[src/fbl_pkg.sv]
// ----------------------------------------------------------------------------
// fbl_pkg
// Shared types, constants and the character code table for the text layout.
// ----------------------------------------------------------------------------
`default_nettype none
package fbl_pkg;

  localparam int GLYPH_COUNT = 256;
  localparam int GLYPH_W     = 8;
  localparam int CELL_W      = 7;
  localparam int SCALE_W     = 16;
  localparam int POS_W       = 24;
  localparam int RECT_W      = 22;
  localparam int TEX_W       = 10;
  localparam int SUM_W       = 17;
  localparam int TEXT_W      = 16;
  localparam int CODE_W      = 16;

  localparam logic [1:0] CMD_PIXEL = 2'd0;
  localparam logic [1:0] CMD_CHAR  = 2'd1;
  localparam logic [1:0] CMD_BEGIN = 2'd2;

  localparam logic [1:0] REG_CELL_WIDTH  = 2'd0;
  localparam logic [1:0] REG_CELL_HEIGHT = 2'd1;
  localparam logic [1:0] REG_SCALE       = 2'd2;

  localparam logic [POS_W-1:0] POS_MAX = {POS_W{1'b1}};
  localparam logic [SUM_W-1:0] SUM_MAX = {SUM_W{1'b1}};

  typedef logic [CODE_W-1:0] code_tab_t [GLYPH_COUNT];

  localparam code_tab_t CODE_TABLE = '{
    16'h00c0, 16'h00c1, 16'h00c2, 16'h00c8, 16'h00ca, 16'h00cb, 16'h00cd, 16'h00d3,
    16'h00d4, 16'h00d5, 16'h00da, 16'h00df, 16'h00e3, 16'h00f5, 16'h011f, 16'h0131,
    16'h0131, 16'h0152, 16'h0153, 16'h015e, 16'h015f, 16'h0174, 16'h0175, 16'h017e,
    16'h0207, 16'h0000, 16'h0000, 16'h0000, 16'h0000, 16'h0000, 16'h0000, 16'h0000,
    16'h0020, 16'h0021, 16'h0022, 16'h0023, 16'h0024, 16'h0025, 16'h0026, 16'h0027,
    16'h0028, 16'h0029, 16'h002a, 16'h002b, 16'h002c, 16'h002d, 16'h002e, 16'h002f,
    16'h0030, 16'h0031, 16'h0032, 16'h0033, 16'h0034, 16'h0035, 16'h0036, 16'h0037,
    16'h0038, 16'h0039, 16'h003a, 16'h003b, 16'h003c, 16'h003d, 16'h003e, 16'h003f,
    16'h0040, 16'h0041, 16'h0042, 16'h0043, 16'h0044, 16'h0045, 16'h0046, 16'h0047,
    16'h0048, 16'h0049, 16'h004a, 16'h004b, 16'h004c, 16'h004d, 16'h004e, 16'h004f,
    16'h0050, 16'h0051, 16'h0052, 16'h0053, 16'h0054, 16'h0055, 16'h0056, 16'h0057,
    16'h0058, 16'h0059, 16'h005a, 16'h005b, 16'h005c, 16'h005d, 16'h005e, 16'h005f,
    16'h0060, 16'h0061, 16'h0062, 16'h0063, 16'h0064, 16'h0065, 16'h0066, 16'h0067,
    16'h0068, 16'h0069, 16'h006a, 16'h006b, 16'h006c, 16'h006d, 16'h006e, 16'h006f,
    16'h0070, 16'h0071, 16'h0072, 16'h0073, 16'h0074, 16'h0075, 16'h0076, 16'h0077,
    16'h0078, 16'h0079, 16'h007a, 16'h007b, 16'h007c, 16'h007d, 16'h007e, 16'h0000,
    16'h00c7, 16'h00fc, 16'h00e9, 16'h00e2, 16'h00e4, 16'h00e0, 16'h00e5, 16'h00e7,
    16'h00ea, 16'h00eb, 16'h00e8, 16'h00ef, 16'h00ee, 16'h00ec, 16'h00c4, 16'h00c5,
    16'h00c9, 16'h00e6, 16'h00c6, 16'h00f4, 16'h00f6, 16'h00f2, 16'h00fb, 16'h00f9,
    16'h00ff, 16'h00d6, 16'h00dc, 16'h00f8, 16'h00a3, 16'h00d8, 16'h00d7, 16'h0192,
    16'h00e1, 16'h00ed, 16'h00f3, 16'h00fa, 16'h00f1, 16'h00d1, 16'h00aa, 16'h00ba,
    16'h00bf, 16'h00ae, 16'h00ac, 16'h00bd, 16'h00bc, 16'h00a1, 16'h00ab, 16'h00bb,
    16'h2591, 16'h2592, 16'h2593, 16'h2502, 16'h2524, 16'h2561, 16'h2562, 16'h2556,
    16'h2555, 16'h2563, 16'h2551, 16'h2557, 16'h255d, 16'h255c, 16'h255b, 16'h2510,
    16'h2514, 16'h2534, 16'h252c, 16'h251c, 16'h2500, 16'h253c, 16'h255e, 16'h255f,
    16'h255a, 16'h2554, 16'h2569, 16'h2566, 16'h2560, 16'h2550, 16'h256c, 16'h2567,
    16'h2568, 16'h2564, 16'h2565, 16'h2559, 16'h2558, 16'h2552, 16'h2553, 16'h256b,
    16'h256a, 16'h2518, 16'h250c, 16'h2588, 16'h2584, 16'h258c, 16'h2590, 16'h2580,
    16'h03b1, 16'h03b2, 16'h0393, 16'h03c0, 16'h03a3, 16'h03c3, 16'h03bc, 16'h03c4,
    16'h03a6, 16'h0398, 16'h03a9, 16'h03b4, 16'h221e, 16'h2205, 16'h2208, 16'h2229,
    16'h2261, 16'h00b1, 16'h2265, 16'h2264, 16'h2320, 16'h2321, 16'h00f7, 16'h2248,
    16'h00b0, 16'h2219, 16'h00b7, 16'h221a, 16'h207f, 16'h00b2, 16'h25a0, 16'h0000
  };

  typedef struct packed {
    logic               found;
    logic [GLYPH_W-1:0] index;
  } lookup_t;

  // First matching slot wins; empty slots never match.
  function automatic lookup_t find_glyph(input logic [CODE_W-1:0] code);
    lookup_t res;
    res = '0;
    for (int i = GLYPH_COUNT - 1; i >= 0; i--) begin
      if (CODE_TABLE[i] != '0 && CODE_TABLE[i] == code) begin
        res.found = 1'b1;
        res.index = GLYPH_W'(i);
      end
    end
    return res;
  endfunction

endpackage
`default_nettype wire

[src/bitmap_font_text_layout.sv]
// ----------------------------------------------------------------------------
// bitmap_font_text_layout
// Proportional bitmap-font engine: measures glyph widths from atlas pixels
// and lays out text characters with a saturating pen.
// ----------------------------------------------------------------------------
//  channel | dir | handshake            | payload
//  in_     | in  | in_tvalid/in_tready  | tuser cmd, tdata pixel/char/begin
//  out_    | out | out_tvalid/out_tready| tuser placed, tdata glyph placement
//  cfg_    | in  | cfg_valid/cfg_ready  | cfg_index, cfg_data
//
//  One item per cycle. An item is accepted and its glyph width read from the
//  width RAM in the same cycle; the second stage then merges, writes back
//  and forms the result, with forwarding when an item reads the width that
//  the item before it writes. Reset is synchronous and clears all widths
//  through per-entry valid bits. Output stalls hold the whole pipeline.
// ----------------------------------------------------------------------------
`default_nettype none
module bitmap_font_text_layout #(
  parameter int MAX_CELL = 64
) (
  input  wire logic         clk,
  input  wire logic         rst_n,
  input  wire logic         in_tvalid,
  output      logic         in_tready,
  input  wire logic [1:0]   in_tuser,   // cmd
  // opaque, first_pixel, char_code, start_x, start_y
  input  wire logic [71:0]  in_tdata,
  output      logic         out_tvalid,
  input  wire logic         out_tready,
  output      logic         out_tuser,  // placed
  // glyph_index, rect_x, rect_y, rect_w, rect_h, tex_x, tex_y,
  // glyph_width, text_width
  output      logic [143:0] out_tdata,
  input  wire logic         cfg_valid,
  output      logic         cfg_ready,
  input  wire logic [1:0]   cfg_index,
  input  wire logic [15:0]  cfg_data
);

  localparam int CNT_W = $clog2(MAX_CELL);
  localparam int CW    = fbl_pkg::CELL_W;
  localparam int GW    = fbl_pkg::GLYPH_W;

  // configuration
  logic [CW-1:0]               cell_w_r, cell_h_r;
  logic [fbl_pkg::SCALE_W-1:0] scale_r;
  logic [CW-1:0]               cw, ch;

  assign cfg_ready = 1'b1;

  always_ff @(posedge clk) begin
    if (!rst_n) begin
      cell_w_r <= CW'(8);
      cell_h_r <= CW'(8);
      scale_r  <= 16'd256;
    end else if (cfg_valid) begin
      unique case (cfg_index)
        fbl_pkg::REG_CELL_WIDTH:  cell_w_r <= cfg_data[CW-1:0];
        fbl_pkg::REG_CELL_HEIGHT: cell_h_r <= cfg_data[CW-1:0];
        fbl_pkg::REG_SCALE:       scale_r  <= cfg_data;
        default: ;
      endcase
    end
  end

  always_comb begin
    cw = cell_w_r;
    ch = cell_h_r;
    if (cw == '0) cw = CW'(1);
    if (cw > CW'(MAX_CELL)) cw = CW'(MAX_CELL);
    if (ch == '0) ch = CW'(1);
    if (ch > CW'(MAX_CELL)) ch = CW'(MAX_CELL);
  end

  // input fields
  logic [1:0]                  i_cmd;
  logic                        i_opq, i_first;
  logic [fbl_pkg::CODE_W-1:0]  i_code;
  logic [fbl_pkg::POS_W-1:0]   i_sx, i_sy;

  assign i_cmd   = in_tuser;
  assign i_opq   = in_tdata[0];
  assign i_first = in_tdata[1];
  assign i_code  = in_tdata[17:2];
  assign i_sx    = in_tdata[41:18];
  assign i_sy    = in_tdata[65:42];

  logic adv, acc;
  logic out_vld_r;
  assign adv       = !out_vld_r || out_tready;
  assign in_tready = adv;
  assign acc       = in_tvalid && adv;

  // raster counters
  logic [CNT_W-1:0] col_r, row_r, col_nxt, row_nxt, col_c, row_c;
  logic [3:0]       ccol_r, crow_r, ccol_c, crow_c, ccol_nxt, crow_nxt;
  logic [CW-1:0]    a_c;
  fbl_pkg::lookup_t a_lk;
  logic [GW-1:0]    a_g;

  always_comb begin
    col_c  = i_first ? '0 : col_r;
    row_c  = i_first ? '0 : row_r;
    ccol_c = i_first ? '0 : ccol_r;
    crow_c = i_first ? '0 : crow_r;
    if (CW'(col_c) >= cw) col_c = '0;
    if (CW'(row_c) >= ch) row_c = '0;
    a_c      = CW'(col_c) + CW'(1);
    col_nxt  = col_c;
    row_nxt  = row_c;
    ccol_nxt = ccol_c;
    crow_nxt = crow_c;
    if (a_c >= cw) begin
      col_nxt  = '0;
      ccol_nxt = ccol_c + 4'd1;
      if (ccol_c == 4'd15) begin
        if (CW'(row_c) + CW'(1) >= ch) begin
          row_nxt  = '0;
          crow_nxt = crow_c + 4'd1;
        end else begin
          row_nxt = row_c + CNT_W'(1);
        end
      end
    end else begin
      col_nxt = a_c[CNT_W-1:0];
    end
    a_lk = fbl_pkg::find_glyph(i_code);
    a_g  = (i_cmd == fbl_pkg::CMD_PIXEL) ? {crow_c, ccol_c} : a_lk.index;
  end

  always_ff @(posedge clk) begin
    if (!rst_n) begin
      col_r  <= '0;
      row_r  <= '0;
      ccol_r <= '0;
      crow_r <= '0;
    end else if (acc && i_cmd == fbl_pkg::CMD_PIXEL) begin
      col_r  <= col_nxt;
      row_r  <= row_nxt;
      ccol_r <= ccol_nxt;
      crow_r <= crow_nxt;
    end
  end

  // second stage
  logic                      b_vld_r, b_opq_r, b_first_r, b_found_r;
  logic [1:0]                b_cmd_r;
  logic [GW-1:0]             b_g_r;
  logic [CW-1:0]             b_c_r;
  logic [fbl_pkg::POS_W-1:0] b_sx_r, b_sy_r;
  logic                      fwd_r;
  logic [CW-1:0]             fwd_d_r;
  logic [CW-1:0]             ram_q, b_w;
  logic [fbl_pkg::GLYPH_COUNT-1:0] vld_r, vld_nxt;
  logic                      b_pix, b_wr;

  always_comb begin
    if (!vld_r[b_g_r]) b_w = '0;
    else if (fwd_r)    b_w = fwd_d_r;
    else               b_w = ram_q;
  end

  assign b_pix = b_vld_r && b_cmd_r == fbl_pkg::CMD_PIXEL;
  assign b_wr  = adv && b_pix && b_opq_r && (b_first_r || b_c_r > b_w);

  always_comb begin
    vld_nxt = vld_r;
    if (b_pix && b_first_r) vld_nxt = '0;
    if (b_wr) vld_nxt[b_g_r] = 1'b1;
  end

  fbl_ram #(.WIDTH(CW), .DEPTH(fbl_pkg::GLYPH_COUNT)) u_widths (
    .clk   (clk),
    .we    (b_wr),
    .waddr (b_g_r),
    .wdata (b_c_r),
    .re    (adv),
    .raddr (a_g),
    .rdata (ram_q)
  );

  always_ff @(posedge clk) begin
    if (!rst_n) begin
      b_vld_r <= 1'b0;
      fwd_r   <= 1'b0;
      vld_r   <= '0;
    end else if (adv) begin
      b_vld_r <= acc;
      fwd_r   <= b_wr && (b_g_r == a_g);
      vld_r   <= vld_nxt;
    end
  end

  always_ff @(posedge clk) begin
    if (adv) begin
      b_cmd_r   <= i_cmd;
      b_opq_r   <= i_opq;
      b_first_r <= i_first;
      b_found_r <= a_lk.found;
      b_g_r     <= a_g;
      b_c_r     <= a_c;
      b_sx_r    <= i_sx;
      b_sy_r    <= i_sy;
      fwd_d_r   <= b_c_r;
    end
  end

  // layout
  logic [fbl_pkg::POS_W-1:0]  pen_x_r, pen_y_r;
  logic [fbl_pkg::SUM_W-1:0]  wsum_r, wsum_nxt;
  logic [fbl_pkg::POS_W-1:0]  pen_x_nxt;
  logic [fbl_pkg::RECT_W-1:0] rw, rh;
  logic [fbl_pkg::POS_W:0]    pen_sum;
  logic [fbl_pkg::SUM_W:0]    ws_add;
  logic [fbl_pkg::SUM_W-1:0]  ws_cur;
  logic [fbl_pkg::TEXT_W-1:0] tw;
  logic [fbl_pkg::TEX_W-1:0]  tx, ty;
  logic                       b_place;

  always_comb begin
    b_place = b_vld_r && b_cmd_r == fbl_pkg::CMD_CHAR && b_found_r;
    rw      = fbl_pkg::RECT_W'(b_w * scale_r);
    rh      = fbl_pkg::RECT_W'(ch * scale_r);
    tx      = fbl_pkg::TEX_W'(b_g_r[3:0] * cw);
    ty      = fbl_pkg::TEX_W'(b_g_r[7:4] * ch);
    pen_sum = (fbl_pkg::POS_W+1)'(pen_x_r) + (fbl_pkg::POS_W+1)'(rw) + 25'd256;
    pen_x_nxt = pen_sum[fbl_pkg::POS_W] ? fbl_pkg::POS_MAX : pen_sum[fbl_pkg::POS_W-1:0];
    ws_add  = (fbl_pkg::SUM_W+1)'(wsum_r) + (fbl_pkg::SUM_W+1)'(b_w) + 18'd1;
    wsum_nxt = ws_add[fbl_pkg::SUM_W] ? fbl_pkg::SUM_MAX : ws_add[fbl_pkg::SUM_W-1:0];
    ws_cur  = b_place ? wsum_nxt : wsum_r;
    if (ws_cur == '0)                      tw = '0;
    else if (ws_cur - 17'd1 > 17'h0FFFF)   tw = '1;
    else                                   tw = fbl_pkg::TEXT_W'(ws_cur - 17'd1);
  end

  always_ff @(posedge clk) begin
    if (!rst_n) begin
      pen_x_r <= '0;
      pen_y_r <= '0;
      wsum_r  <= '0;
    end else if (adv && b_vld_r) begin
      if (b_cmd_r == fbl_pkg::CMD_BEGIN) begin
        pen_x_r <= b_sx_r;
        pen_y_r <= b_sy_r;
        wsum_r  <= '0;
      end else if (b_place) begin
        pen_x_r <= pen_x_nxt;
        wsum_r  <= wsum_nxt;
      end
    end
  end

  // output register
  logic         out_placed_r;
  logic [143:0] out_data_r;

  always_ff @(posedge clk) begin
    if (!rst_n) begin
      out_vld_r <= 1'b0;
    end else if (adv) begin
      out_vld_r <= b_vld_r && b_cmd_r == fbl_pkg::CMD_CHAR;
    end
  end

  always_ff @(posedge clk) begin
    if (adv) begin
      out_placed_r <= b_place;
      if (b_place) begin
        out_data_r <= {1'b0, tw, b_w, ty, tx, rh, rw, pen_y_r, pen_x_r, b_g_r};
      end else begin
        out_data_r <= {1'b0, tw, 127'd0};
      end
    end
  end

  assign out_tvalid = out_vld_r;
  assign out_tuser  = out_placed_r;
  assign out_tdata  = out_data_r;

endmodule
`default_nettype wire

[src/fbl_ram.sv]
// ----------------------------------------------------------------------------
// fbl_ram
// Generic single-write, single-read RAM with registered read data.
// ----------------------------------------------------------------------------
`default_nettype none
module fbl_ram #(
  parameter int WIDTH = 8,
  parameter int DEPTH = 256
) (
  input  wire logic                     clk,
  input  wire logic                     we,
  input  wire logic [$clog2(DEPTH)-1:0] waddr,
  input  wire logic [WIDTH-1:0]         wdata,
  input  wire logic                     re,
  input  wire logic [$clog2(DEPTH)-1:0] raddr,
  output      logic [WIDTH-1:0]         rdata
);

  logic [WIDTH-1:0] mem [DEPTH];

  always_ff @(posedge clk) begin
    if (we) begin
      mem[waddr] <= wdata;
    end
    if (re) begin
      rdata <= mem[raddr];
    end
  end

endmodule
`default_nettype wire

[config.mk]
export PLATFORM = sky130hd
export DESIGN_NAME = bitmap_font_text_layout
export DESIGN_NICKNAME = d
export VERILOG_FILES = /design/src/fbl_pkg.sv /design/src/bitmap_font_text_layout.sv /design/src/fbl_ram.sv
export SDC_FILE = /design/constraint.sdc
export NUM_CORES = 2
export LEC_CHECK = 0
export BUFFER_PORTS_ARGS = -buffer_cell sky130_fd_sc_hd__buf_2
export CAP_MARGIN = 5
export CORE_MARGIN = 1.5
export CORE_UTILIZATION = 55
export CTS_CLUSTER_SIZE = 14
export DETAILED_ROUTE_END_ITERATION = 16
export MAX_ROUTING_LAYER = met4
export PLACE_DENSITY = 0.71
export SLEW_MARGIN = 20
export SYNTH_ARGS = -nofsm -noshare
export SYNTH_HDL_FRONTEND = slang
export SYNTH_HIERARCHICAL = 1
export SYNTH_SLANG_ARGS = --single-unit
[constraint.sdc]
create_clock -name clk -period 14.85 [get_ports clk]
set_input_delay 0.7425 -clock clk [delete_from_list [all_inputs] [get_ports clk]]
set_output_delay 0.7425 -clock clk [all_outputs]
set_load 0.05 [all_outputs]
==> key figures <==
Status
  – Status: finished, final reports clean

Finish
  – Share of layout cells above drive strength 1: 0.158
  – Final net count: 8146
  – Commonest non-fill, non-tap cells in the layout: 2018 x edfxtp_1, 799 x nor2_1, 496 x nand2_1
  – Commonest non-fill, non-tap cell in the layout: edfxtp_1
  – Area grow syn2layout: 10.2%
  – Post-layout util: 0.610

Detailed routing
  – Via density per instance: 6.47
  – 1st-iter DRT viols: 7798
  – Wirelength per Cell: 27.5 µm
  – TritonRoute pass-1 iters: 8
  – Antenna viol nets, final: 0
  – Via count: 68200
  – WL final: 290 mm
  – Remaining DRCs: 0

Clock network
  – Max clock buf depth: 3
  – Clock latency on the worst-skew pair: 0.92 ns
  – CTS tree: yes
  – Inserted Clock Buffers: 231
  – CTS Sinks: 2392
  – H-tree depth: 4
  – Clock slew at reported path FFs: 0.07 ns
  – Setup Buffers After CTS: 0
  – Root Buffer: clkbuf_16

STA
  – Setup Skew: 0.110 ns
  – Final worst slack: 3.29 ns
  – Setup Viol. Count Final: 0
  – Hold WS: 0.0618 ns
  – Unrepaired setup endpoints after global routing: false
  – Final Max Tran Viols: 0
  – Rel. slew slack: 0.220
  – Fmax achieved: 86.5 MHz
  – Endpoints failing hold: 0
  – Final Cycle Share: 0.779
  – Slew @ Worst Pin: 1.17 ns
  – Setup TNS Final: 0 ns
  – Period minus WS final: 11.56 ns

Worst setup path
  – Reg2reg path depth: 35
  – Reg-to-Reg End: pen_x_r[10]$_SDFFE_PN0P_
  – CP max stage cell: and2_1
  – Worst path arrival time: 12.31 ns
  – Critical Path Sink Type: flip-flop
  – Critical path class: reg2reg
  – Peak fanout along the critical path: 70
  – Crit path launch: b_g_r[0]$_DFFE_PN_
  – Setup crit start kind: flip-flop
  – CP required: 15.59 ns
  – Slowest stage delay, CP: 0.80 ns
  – Crit-path most repeated cell: fa_1
  – Reg2reg start: b_g_r[0]$_DFFE_PN_
  – R2r setup slk: 3.29 ns

Floorplan
  – Site Rows: 163
  – Chip Height: 449 µm
  – Full die area: 201000 µm²
  – Core Area: 197000 µm²
  – I/O pin cnt: 245
  – Initial core utilization: 0.553
  – Chip Width: 449 µm

Synthesis
  – Cell variety after synth: 113
  – Cells after Synth: 7565
  – Post-synth EDFFs: 2018
  – Syn_area_per_cell: 14.4 µm²
  – Number of synthesized register bits: 2392
  – Sequential-to-total area share from yosys stat: 0.623
  – Synth Flop Type: edfxtp_1
  – Post-synth net total: 8014
  – Ys Warns: 6
  – Synthesized cell area: 109000 µm²
  – Post-synth ARST share: 0

Placement
  – I/O Buffers: 236
  – Gpl congestion: 0.989
  – DP Wirelength: 180 mm
  – Dpl ws: 3.47 ns

Worst hold path
  – Worst hold path depth: 1
  – WHS Endpoint: b_sx_r[19]$_DFFE_PN_
  – Min-delay worst type: in2reg
  – Worst Min Path Start: in_tdata[37]

Global routing
  – Tot GR Track Use: 0.292
  – Largest net degree at the start of global routing: 258
  – GRT Residual Overflow: 0
  – Initial antenna violation count: 8
  – First-pass GRT wire length: 431 mm
  – Vias in the first global route: 67300

Job
  – Max_cap viols: 0

Pwr
  – Leakage: 0.0424 µW
  – VDD IR max: 0.000148 V
  – P per Cell Area: 114 nW/µm²
cells by family after synthesis:
kind of cell / Yosys count / synth area share
adder cells (fa/ha/maj): 353 / 0.0513
XOR/XNOR: 99 / 0.00807
multiplexers: 660 / 0.114
flip-flops: 2392 / 0.623
other: 2 / 0.0000687
AO/OA/AOI/OAI: 1209 / 0.0778
AND/OR/NAND/NOR: 2132 / 0.0936
buffers and inverters: 718 / 0.0324
through the flow:
step | power [µW] | instances | cell area (µm²)
2_1_floorplan | 7840 | 7565 | 109000
4_1_cts | 13800 | 10500 | 120000
6_report | 13700 | 10500 | 120000
5_1_grt | 14100 | 10500 | 120000
3_5_place_dp | 8010 | 10100 | 112000
3_3_place_gp | 8000 | 10100 | 112000
synth_stat cells, types with 20 or more instances:
cell | instances | area, µm²
o21a_1 | 24 | 180
nor4_1 | 62 | 388
a22o_1 | 20 | 175
or3_1 | 24 | 150
xor2_1 | 25 | 219
nand2b_1 | 41 | 257
fa_1 | 158 | 3160
buf_4 | 40 | 300
o22ai_1 | 86 | 538
mux2i_1 | 190 | 1900
and2_1 | 153 | 957
o2111ai_1 | 27 | 236
nand4_1 | 39 | 244
and3_1 | 38 | 238
clkbuf_1 | 296 | 1110
buf_2 | 93 | 465
a221oi_1 | 25 | 219
buf_1 | 22 | 82.6
a31oi_1 | 25 | 156
a21o_1 | 46 | 345
a22oi_1 | 208 | 1560
a21oi_1 | 224 | 1120
dfxtp_1 | 374 | 7490
nand3_1 | 116 | 581
nand2_1 | 500 | 1880
o21ai_0 | 161 | 806
ha_1 | 194 | 2430
inv_1 | 195 | 732
nor3_1 | 131 | 656
a2bb2oi_1 | 152 | 1330
o211ai_1 | 21 | 158
nor2_1 | 802 | 3010
mux4_2 | 451 | 10200
xnor2_1 | 73 | 639
nor2b_1 | 65 | 407
buf_6 | 36 | 405
edfxtp_1 | 2018 | 60600
registers in the layout, summed over array words and instances, names as in the netlist, 8 cells and up:
register and cells:
b_g_r 8, pen_y_r 24, scale_r 16, pen_x_r 24
b_sx_r 24, wsum_r 17, b_sy_r 24, u_widths/mem 1792
out_tdata 143, vld_r 256
critical path, delay by kind of cell, from the launching register on:
family	cells	cell delay [ns]
multiplexers	1	0.23
XOR/XNOR	1	0.26
AO/OA/AOI/OAI	15	3.80
adder cells (fa/ha/maj)	7	2.93
flip-flops	1	0.66
AND/OR/NAND/NOR	7	2.15
buffers and inverters	4	1.19
timing repair:
item                                   4_1_cts  5_1_grt
hold buffers                                40        0
resized for setup                            0        0
endpoints found under the hold margin       40        0
report_power, final:
| part | total, µW | switching [µW] | internal (µW) |
|---|---|---|---|
| Clock | 5820 | 2560 | 3260 |
| Sequential | 7260 | 18.8 | 7240 |
| Combinational | 628 | 414 | 213 |
cell type report:
cell class,count,area [µm²]
repair buffers,409,2800
clock buffers,289,6110
inverters,208,796
diodes,10,25.0
flip-flops and latches,2392,68100
multi-input cells,4455,37800
well taps,2640,3300
fillers,14500,77000
clock inverters,135,1440
metal layers:
metal  GRT usage  up-vias  wire length (µm)  share of wire
met2       0.457     3550            139000           0.48
met3      0.0484      627             25300          0.087
met1       0.387    34700            113000           0.39
met4       0.111        0             12100          0.042
li1            -    29300                 -              -
met5           -        -                 0              0
worst max path at each step:
stage / to / cells past startpoint
floorplan: u_widths/mem[100][0]$_DFFE_PP_ / 12
global placement: pen_x_r[17]$_SDFFE_PN0P_ / 35
detailed placement: pen_x_r[10]$_SDFFE_PN0P_ / 35
CTS: pen_x_r[10]$_SDFFE_PN0P_ / 35
global route: pen_x_r[11]$_SDFFE_PN0P_ / 35
finish: pen_x_r[10]$_SDFFE_PN0P_ / 35
No activity file was read; power rests on OpenSTA's default activity.
